==> src/hdl/pmc_pkg.sv <==
// ----------------------------------------------------------------------------
// pmc_pkg
// Shared types and constants of the path MTU cache: operation codes, register
// indexes, controller states and the records passed along the row of cells.
// ----------------------------------------------------------------------------
package pmc_pkg;

  localparam int TABLE_ENTRIES_DEF = 16;
  localparam int IDX_W             = 8;

  localparam logic [15:0] MTU_MIN         = 16'd68;
  localparam logic [15:0] MTU_MAX         = 16'hFFFF;
  localparam logic [31:0] EXPIRY_START    = 32'hFFFF_FFFF;
  localparam logic [15:0] DEFAULT_MTU_RST = 16'd1500;
  localparam logic [31:0] LIFETIME_RST    = 32'd600000;

  typedef enum logic [1:0] {
    FUNC_GET    = 2'd0,
    FUNC_UPDATE = 2'd1,
    FUNC_AGE    = 2'd2,
    FUNC_CLEAR  = 2'd3
  } func_e;

  typedef enum logic {
    CFG_DEFAULT_MTU = 1'b0,
    CFG_LIFETIME    = 1'b1
  } cfg_idx_e;

  typedef enum logic [1:0] {
    ST_IDLE,
    ST_LAUNCH,
    ST_SCAN,
    ST_FINISH
  } state_e;

  typedef enum logic [1:0] {
    CMD_NONE,
    CMD_WRITE,
    CMD_AGE,
    CMD_CLEAR
  } cell_cmd_e;

  typedef struct packed {
    cell_cmd_e        cmd;
    logic [IDX_W-1:0] idx;
    logic [31:0]      dest;
    logic [15:0]      mtu;
    logic [31:0]      expiry;
    logic [31:0]      now;
  } cell_cmd_t;

  typedef struct packed {
    logic             v;
    logic             found;
    logic [IDX_W-1:0] found_idx;
    logic [15:0]      found_mtu;
    logic             free_found;
    logic [IDX_W-1:0] free_idx;
    logic [31:0]      best_exp;
    logic [IDX_W-1:0] best_idx;
  } scan_rec_t;

endpackage

==> src/hdl/pmc_req_if.sv <==
// ----------------------------------------------------------------------------
// pmc_req_if
// Request channel of the path MTU cache: valid/ready plus operation fields.
// ----------------------------------------------------------------------------
interface pmc_req_if;
  logic        valid;
  logic        ready;
  logic [1:0]  func;
  logic [31:0] dest_addr;
  logic [31:0] mtu_value;
  logic [31:0] now_ms;

  modport source (output valid, func, dest_addr, mtu_value, now_ms, input ready);
  modport sink   (input valid, func, dest_addr, mtu_value, now_ms, output ready);
endinterface

==> src/hdl/pmc_rsp_if.sv <==
// ----------------------------------------------------------------------------
// pmc_rsp_if
// Response channel of the path MTU cache: valid/ready plus result fields.
// ----------------------------------------------------------------------------
interface pmc_rsp_if;
  logic        valid;
  logic        ready;
  logic [15:0] path_mtu;
  logic        hit;

  modport source (output valid, path_mtu, hit, input ready);
  modport sink   (input valid, path_mtu, hit, output ready);
endinterface

==> src/hdl/pmc_cell.sv <==
// ----------------------------------------------------------------------------
// pmc_cell
// One table entry. Folds its entry into the passing scan record and registers it
// before handing it on; applies broadcast write, age and clear commands.
// ----------------------------------------------------------------------------
module pmc_cell #(
  parameter int CellIdx = 0
) (
  input  logic              clk_i,
  input  logic              rst_ni,
  input  logic [31:0]       key_i,
  input  pmc_pkg::cell_cmd_t cmd_i,
  input  pmc_pkg::scan_rec_t rec_i,
  output pmc_pkg::scan_rec_t rec_o
);

  localparam logic [pmc_pkg::IDX_W-1:0] MyIdx = pmc_pkg::IDX_W'(CellIdx);

  logic        valid_q, valid_d;
  logic [31:0] dest_q, dest_d;
  logic [15:0] mtu_q, mtu_d;
  logic [31:0] exp_q, exp_d;
  logic [31:0] age_diff;
  logic        age_due;

  pmc_pkg::scan_rec_t rec_q, rec_d;

  always_comb begin
    rec_d = rec_i;
    if (!rec_i.found && valid_q && (dest_q == key_i)) begin
      rec_d.found     = 1'b1;
      rec_d.found_idx = MyIdx;
      rec_d.found_mtu = mtu_q;
    end
    if (!rec_i.free_found && !valid_q) begin
      rec_d.free_found = 1'b1;
      rec_d.free_idx   = MyIdx;
    end
    if (exp_q < rec_i.best_exp) begin
      rec_d.best_exp = exp_q;
      rec_d.best_idx = MyIdx;
    end
  end

  assign age_diff = cmd_i.now - exp_q;
  assign age_due  = valid_q && (exp_q != '0) && (age_diff != '0) && !age_diff[31];

  always_comb begin
    valid_d = valid_q;
    dest_d  = dest_q;
    mtu_d   = mtu_q;
    exp_d   = exp_q;
    case (cmd_i.cmd)
      pmc_pkg::CMD_WRITE: begin
        if (cmd_i.idx == MyIdx) begin
          valid_d = 1'b1;
          dest_d  = cmd_i.dest;
          mtu_d   = cmd_i.mtu;
          exp_d   = cmd_i.expiry;
        end
      end
      pmc_pkg::CMD_AGE: begin
        if (age_due) begin
          valid_d = 1'b0;
        end
      end
      pmc_pkg::CMD_CLEAR: begin
        valid_d = 1'b0;
      end
      default: begin
        valid_d = valid_q;
      end
    endcase
  end

  always_ff @(posedge clk_i or negedge rst_ni) begin
    if (!rst_ni) begin
      valid_q <= 1'b0;
      rec_q   <= '0;
    end else begin
      valid_q <= valid_d;
      rec_q   <= rec_d;
    end
  end

  always_ff @(posedge clk_i) begin
    dest_q <= dest_d;
    mtu_q  <= mtu_d;
    exp_q  <= exp_d;
  end

  assign rec_o = rec_q;

endmodule

==> src/hdl/path_mtu_cache_top.sv <==
// get/update: a scan record walks the row of cells, one cell per cycle, and the
// result from the last cell is registered before the response is built
// age/clear act on all cells at once, with no scan of the row
// one transaction at a time: the next request is taken only once the last has finished;
// a finished response waits in the output register
// reset empties the table at once and loads the register defaults
// ----------------------------------------------------------------------------
// path_mtu_cache_top
// Associative path MTU table keyed by IPv4 destination, built as a row of
// cells with a small controller for lookup, update, ageing and clearing.
// ----------------------------------------------------------------------------
module path_mtu_cache_top #(
  parameter int TableEntries = pmc_pkg::TABLE_ENTRIES_DEF
) (
  input  logic        clk_i,
  input  logic        rst_ni,
  pmc_req_if.sink     req,
  pmc_rsp_if.source   rsp,
  input  logic        cfg_we_i,
  input  logic        cfg_idx_i,
  input  logic [31:0] cfg_wdata_i
);

  pmc_pkg::state_e    state_q, state_d;
  pmc_pkg::func_e     func_q;
  logic [31:0]        key_q, mtu_in_q, now_q;
  logic [15:0]        default_mtu_q;
  logic [31:0]        lifetime_q;
  pmc_pkg::scan_rec_t res_q;
  logic               rsp_valid_q, rsp_valid_d;
  logic [15:0]        rsp_mtu_q, rsp_mtu_d;
  logic               rsp_hit_q, rsp_hit_d;

  logic               req_fire, out_free, launch, finish;
  logic [15:0]        mtu_clamped, mtu_keep;
  pmc_pkg::scan_rec_t launch_rec;
  pmc_pkg::cell_cmd_t cmd;
  pmc_pkg::scan_rec_t rec_chain [TableEntries+1];

  assign req.ready = (state_q == pmc_pkg::ST_IDLE);
  assign req_fire  = req.valid && req.ready;
  assign out_free  = !rsp_valid_q || rsp.ready;

  assign mtu_clamped = (mtu_in_q < 32'(pmc_pkg::MTU_MIN)) ? pmc_pkg::MTU_MIN :
                       (mtu_in_q[31:16] != '0)            ? pmc_pkg::MTU_MAX :
                                                            mtu_in_q[15:0];
  assign mtu_keep = ((mtu_clamped < res_q.found_mtu) || (res_q.found_mtu == '0)) ?
                    mtu_clamped : res_q.found_mtu;

  // next state
  always_comb begin
    state_d = state_q;
    case (state_q)
      pmc_pkg::ST_IDLE: begin
        if (req_fire) state_d = pmc_pkg::ST_LAUNCH;
      end
      pmc_pkg::ST_LAUNCH: begin
        if (func_q == pmc_pkg::FUNC_GET || func_q == pmc_pkg::FUNC_UPDATE) begin
          state_d = pmc_pkg::ST_SCAN;
        end else begin
          state_d = pmc_pkg::ST_FINISH;
        end
      end
      pmc_pkg::ST_SCAN: begin
        if (rec_chain[TableEntries].v) state_d = pmc_pkg::ST_FINISH;
      end
      pmc_pkg::ST_FINISH: begin
        if (out_free) state_d = pmc_pkg::ST_IDLE;
      end
      default: state_d = pmc_pkg::ST_IDLE;
    endcase
  end

  // outputs
  always_comb begin
    launch = 1'b0;
    finish = 1'b0;
    case (state_q)
      pmc_pkg::ST_LAUNCH: begin
        launch = (func_q == pmc_pkg::FUNC_GET || func_q == pmc_pkg::FUNC_UPDATE);
      end
      pmc_pkg::ST_FINISH: begin
        finish = out_free;
      end
      default: begin
        launch = 1'b0;
      end
    endcase
  end

  always_comb begin
    launch_rec            = '0;
    launch_rec.v          = launch;
    launch_rec.best_exp   = pmc_pkg::EXPIRY_START;

    cmd        = '0;
    cmd.cmd    = pmc_pkg::CMD_NONE;
    cmd.dest   = key_q;
    cmd.now    = now_q;
    cmd.expiry = now_q + lifetime_q;
    cmd.mtu    = res_q.found ? mtu_keep : mtu_clamped;
    cmd.idx    = res_q.found      ? res_q.found_idx :
                 res_q.free_found ? res_q.free_idx  : res_q.best_idx;

    rsp_mtu_d   = rsp_mtu_q;
    rsp_hit_d   = rsp_hit_q;
    rsp_valid_d = rsp_valid_q && !rsp.ready;

    if (finish) begin
      rsp_valid_d = 1'b1;
      rsp_mtu_d   = '0;
      rsp_hit_d   = 1'b0;
      case (func_q)
        pmc_pkg::FUNC_GET: begin
          rsp_mtu_d = res_q.found ? res_q.found_mtu : default_mtu_q;
          rsp_hit_d = res_q.found;
        end
        pmc_pkg::FUNC_UPDATE: begin
          cmd.cmd   = pmc_pkg::CMD_WRITE;
          rsp_hit_d = res_q.found;
        end
        pmc_pkg::FUNC_AGE:   cmd.cmd = pmc_pkg::CMD_AGE;
        pmc_pkg::FUNC_CLEAR: cmd.cmd = pmc_pkg::CMD_CLEAR;
        default:             cmd.cmd = pmc_pkg::CMD_NONE;
      endcase
    end
  end

  assign rec_chain[0] = launch_rec;

  for (genvar g = 0; g < TableEntries; g++) begin : g_cell
    pmc_cell #(
      .CellIdx (g)
    ) u_cell (
      .clk_i  (clk_i),
      .rst_ni (rst_ni),
      .key_i  (key_q),
      .cmd_i  (cmd),
      .rec_i  (rec_chain[g]),
      .rec_o  (rec_chain[g+1])
    );
  end

  always_ff @(posedge clk_i or negedge rst_ni) begin
    if (!rst_ni) begin
      state_q       <= pmc_pkg::ST_IDLE;
      rsp_valid_q   <= 1'b0;
      default_mtu_q <= pmc_pkg::DEFAULT_MTU_RST;
      lifetime_q    <= pmc_pkg::LIFETIME_RST;
    end else begin
      state_q     <= state_d;
      rsp_valid_q <= rsp_valid_d;
      if (cfg_we_i) begin
        case (pmc_pkg::cfg_idx_e'(cfg_idx_i))
          pmc_pkg::CFG_DEFAULT_MTU: default_mtu_q <= cfg_wdata_i[15:0];
          pmc_pkg::CFG_LIFETIME:    lifetime_q    <= cfg_wdata_i;
          default:                  lifetime_q    <= lifetime_q;
        endcase
      end
    end
  end

  always_ff @(posedge clk_i) begin
    if (req_fire) begin
      func_q   <= pmc_pkg::func_e'(req.func);
      key_q    <= req.dest_addr;
      mtu_in_q <= req.mtu_value;
      now_q    <= req.now_ms;
    end
    if (state_q == pmc_pkg::ST_SCAN && rec_chain[TableEntries].v) begin
      res_q <= rec_chain[TableEntries];
    end
    rsp_mtu_q <= rsp_mtu_d;
    rsp_hit_q <= rsp_hit_d;
  end

  assign rsp.valid    = rsp_valid_q;
  assign rsp.path_mtu = rsp_mtu_q;
  assign rsp.hit      = rsp_hit_q;

endmodule

==> src/flat_wrapper.sv <==
// flat-port wrapper written by rule: the top's interface ports become plain ports
module path_mtu_cache_top_flat 
#(
  parameter int TableEntries = pmc_pkg::TABLE_ENTRIES_DEF
)
  (clk_i, rst_ni, cfg_we_i, cfg_idx_i, cfg_wdata_i, req_valid, req_func, req_dest_addr, req_mtu_value, req_now_ms, req_ready, rsp_valid, rsp_path_mtu, rsp_hit, rsp_ready);
  pmc_req_if req_i ();
  pmc_rsp_if rsp_i ();
  input  logic clk_i;
  input  logic rst_ni;
  input  logic cfg_we_i;
  input  logic cfg_idx_i;
  input  logic [31:0] cfg_wdata_i;
  input wire logic [$bits(req_i.valid)-1:0] req_valid;
  input wire logic [$bits(req_i.func)-1:0] req_func;
  input wire logic [$bits(req_i.dest_addr)-1:0] req_dest_addr;
  input wire logic [$bits(req_i.mtu_value)-1:0] req_mtu_value;
  input wire logic [$bits(req_i.now_ms)-1:0] req_now_ms;
  output wire logic [$bits(req_i.ready)-1:0] req_ready;
  output wire logic [$bits(rsp_i.valid)-1:0] rsp_valid;
  output wire logic [$bits(rsp_i.path_mtu)-1:0] rsp_path_mtu;
  output wire logic [$bits(rsp_i.hit)-1:0] rsp_hit;
  input wire logic [$bits(rsp_i.ready)-1:0] rsp_ready;
  assign req_i.valid = req_valid;
  assign req_i.func = req_func;
  assign req_i.dest_addr = req_dest_addr;
  assign req_i.mtu_value = req_mtu_value;
  assign req_i.now_ms = req_now_ms;
  assign req_ready = req_i.ready;
  assign rsp_valid = rsp_i.valid;
  assign rsp_path_mtu = rsp_i.path_mtu;
  assign rsp_hit = rsp_i.hit;
  assign rsp_i.ready = rsp_ready;
  path_mtu_cache_top #(.TableEntries(TableEntries)) u_core (.clk_i(clk_i), .rst_ni(rst_ni), .req(req_i), .rsp(rsp_i), .cfg_we_i(cfg_we_i), .cfg_idx_i(cfg_idx_i), .cfg_wdata_i(cfg_wdata_i));
endmodule
==> config.mk <==
export PLATFORM = sky130hd
export DESIGN_NAME = path_mtu_cache_top_flat
export DESIGN_NICKNAME = d
export VERILOG_FILES = /design/src/hdl/pmc_pkg.sv /design/src/hdl/pmc_req_if.sv /design/src/hdl/pmc_rsp_if.sv /design/src/hdl/pmc_cell.sv /design/src/hdl/path_mtu_cache_top.sv /design/src/flat_wrapper.sv
export SDC_FILE = /design/constraint.sdc
export NUM_CORES = 2
export LEC_CHECK = 0
export BUFFER_PORTS_ARGS = -buffer_cell sky130_fd_sc_hd__buf_2
export CORE_UTILIZATION = 45
export CTS_BUF_LIST = sky130_fd_sc_hd__clkbuf_16
export CTS_CLUSTER_SIZE = 24
export DETAILED_ROUTE_END_ITERATION = 16
export PLACE_DENSITY_LB_ADDON = 0.05
export SYNTH_ARGS = -nofsm -noshare
export SYNTH_HDL_FRONTEND = slang
export SYNTH_SLANG_ARGS = --single-unit
export TNS_END_PERCENT = 20
==> constraint.sdc <==
create_clock -name clk_i -period 17.8 [get_ports clk_i]
set_input_delay 2.67 -clock clk_i [delete_from_list [all_inputs] [get_ports clk_i]]
set_output_delay 2.67 -clock clk_i [all_outputs]
set_load 0.1 [all_outputs]
==> metrics.txt <==
outcome=complete, no violations; Die ar.=292200 um2; PortBufs=154; initial antenna violation count=65; Rel. slew slack=0.1752; total CTS buffers=279; Critical Path End Type=flip-flop; WP data arrival=7140 ps; FMAX=158.1 MHz; CTS tree=yes; skew final=63.55 ps; synthesized area per cell=11.48 um2; Max H-tree Level=5; Comb pwr share=0.261; worst slew pin tran=1224 ps; Synth Net Count=12540; cells on worst reg2reg path=14; Setup Fix Bufs, Post-CTS=0; global-route wire length before repair=663700 um; row count=197; Top FF cell, synth=edfxtp_1; Final GP Congestion=0.9492; Layout area overhead=11.81%; cell count of the worst hold path=0; number of global-route vias before repair=92990; max-cap violations=0; dpl hpwl=325400 um; Critical Path RT=18610 ps; #FFs+latches synth=2423; crit share post-route=0.3553; Layout Nets=12860; fin util=0.5065; Clk pwr share=0.339; Total GRT Usage=0.3159; drt first pass iters=6; total wire length=469400 um; CTS Hold Bufs=0; Final Hold Vio Count=0; Overall Power=0.01646 W; kind of critical path=in2reg; largest net degree at the start of global routing=151; Die Width=540.5 um; placed cell count=15190; setup_tns=0 ps; Distinct cells, synth=104; Min Clock Period, post-route=6325 ps; post_cts resized=0; clk root buf=clkbuf_16; Pint=0.01082 W; Cell Area, Synth=130500 um2; Routed WL per cell=29.75 um; number of synthesized flops with an enable pin=1425; num ports=155; Reg clk slew, reported paths=60 ps; remaining antenna violation count after routing=0; PwrDens=112.8 nW/um2; Final Setup Violations=0; Async S/R FF share, synth=0.4119; gr ovfl total=0; RSZ-0062 raised after global routing=no; drc violations=0; Syn Inst Count=11370; fin. max-slew vios=0; Reg power frac=0.401; sequential-to-total area share from yosys stat=0.5194; worst vdd ir=0.1044 mV; Crit Path Max Fanout=18; Yosys warnings=0; first-iteration detailed-routing DRC count=9254; clock network latency to the later pin of the worst-skew pair=900 ps; LEAKAGE=62.69 nW; Finished Layout Cells=15780; Via Count=94550; share of post-route cells with drive strength above 1=0.1110; vias per cell=5.993; Initial Util=0.4530; Core Area=288100 um2; switching pwr=0.005647 W; # clock sinks=2423; startpoint types=input pin; Longest Clk Path Bufs=4; switching share of power=0.3430; die height=540.5 um; worst min path class=reg2reg
==> path summary, 6_finish.rpt <==
check,start,to,slack (ps)
max,rsp_ready,u_core.g_cell[7].u_cell.valid_q,11480
min,u_core.g_cell[5].u_cell.rec_o[74],u_core.g_cell[6].u_cell.rec_o[74],350
max reg2reg,u_core.now_q[8],u_core.g_cell[10].u_cell.exp_q[31],12590
min reg2reg,u_core.g_cell[5].u_cell.rec_o[74],u_core.g_cell[6].u_cell.rec_o[74],350
max in group asynchronous,rst_ni,u_core.g_cell[8].u_cell.rec_o[58],12200
min in group asynchronous,rst_ni,u_core.g_cell[9].u_cell.valid_q,1810
==> stage by stage <==
step                area (um2)  hold slack [ps]  setup slack [ps]
finish                  145900            350.9             11480
global route            145800            356.1             11360
CTS                     145800            351.4             11580
detailed placement      136900            335.5             10640
global placement        136900            333.2             10810
floorplan               130500            331.2              6998
==> placed cells by master, fill, tap and decap left out, drive strengths merged, types with 74 or more instances in the layout <==
cell type / Yosys / routed
o21ai: 404 / 404
ha: 1011 / 1011
nor4: 239 / 239
nand3: 171 / 171
xor2: 205 / 205
mux2: 345 / 345
nor2: 472 / 472
nor2b: 167 / 167
o21a: 114 / 114
xnor2: 535 / 535
nand2: 445 / 445
buf: 45 / 362
dfrtp: 983 / 983
nor3: 156 / 156
a31oi: 90 / 90
or2: 85 / 85
a21oi: 614 / 614
mux2i: 493 / 493
a21o: 316 / 316
nand4: 313 / 313
inv: 1175 / 1292
clkinv: 0 / 85
nand2b: 189 / 189
clkbuf: 279 / 289
edfxtp: 1425 / 1425
o211ai: 74 / 74
==> Yosys cell counts, types with 71 or more instances <==
cell      number  area (um2)
a31oi_1       90       563.0
nor2b_1      166        1039
mux2_2       345        3885
o21a_1       113       848.3
mux2i_1      493        4935
xnor2_1      535        4686
clkbuf_1     279        1047
edfxtp_1    1425       42790
nand4_1      313        1958
and2_1        71       444.2
a21oi_1      614        3073
dfrtp_1      983       24600
o21ai_0      390        1952
nand3_1      170       850.8
o211ai_1      73       548.0
nor2_1       471        1768
or2_2         84       525.5
a21o_1       316        2372
xor2_1       205        1795
ha_1        1011       12650
inv_1       1173        4403
nor4_1       238        1489
nand2_1      445        1670
nand2b_1     189        1182
nor3_1       155       775.7
==> power groups by stage <==
stage               registers, W  clock network, W  logic, W
floorplan                0.00678                 0   0.00206
global placement         0.00670                 0   0.00422
detailed placement       0.00671                 0   0.00423
CTS                      0.00660           0.00569   0.00425
global route             0.00661           0.00590   0.00448
finish                   0.00660           0.00558   0.00429
==> final cells by class <==
class,instances,area (um2)
multi-input cells,7451,57600
clock buffers,289,7232
clock inverters,223,1622
well taps,3781,4731
flip-flops and latches,2423,67780
diodes,73,182.7
fillers,25530,142200
inverters,1175,4410
repair buffers,362,2367
==> cell families after synthesis <==
family          Yosys count  synth area share
compound gates         2276            0.1152
xor+xnor                740           0.04966
fa+ha+maj              1028           0.09953
buf+inv                1499           0.04327
flops                  2423            0.5194
mux                     839           0.06775
simple gates           2568            0.1052
==> critical path: stages <==
cell and delay, ps:
buf_2 110, nand2b_1 230, and4b_1 540, nand3_1 480, nor2_4 1020, o21ai_0 710, nor4_1 540, o2111a_1 250
nand4_1 90, nor4_1 270, a31o_2 200
==> per-layer routing <==
layer / share of wire / wire length, um / track usage / vias up
li1: - / - / - / 42440
met3: 0.062 / 29070 / 0.04307 / 898
met2: 0.47 / 219500 / 0.5121 / 3750
met1: 0.42 / 196000 / 0.4114 / 47460
met4: 0.053 / 24810 / 0.1676 / 2
met5: 0.000028 / 13 / 0 / -
==> state kept, by name (all words and copies together), names as in the netlist, 16 cells and up <==
signal / cells
u_core.g_cell.u_cell.dest_q: 512
u_core.key_q: 32
u_core.g_cell.u_cell.exp_q: 512
u_core.res_q: 30
u_core.default_mtu_q: 16
u_core.rsp.path_mtu: 16
u_core.now_q: 32
u_core.mtu_in_q: 32
u_core.g_cell.u_cell.valid_q: 16
u_core.g_cell.u_cell.mtu_q: 256
u_core.lifetime_q: 32
u_core.g_cell.u_cell.rec_o: 931
Note: power is estimated with default switching activity, not from simulation.
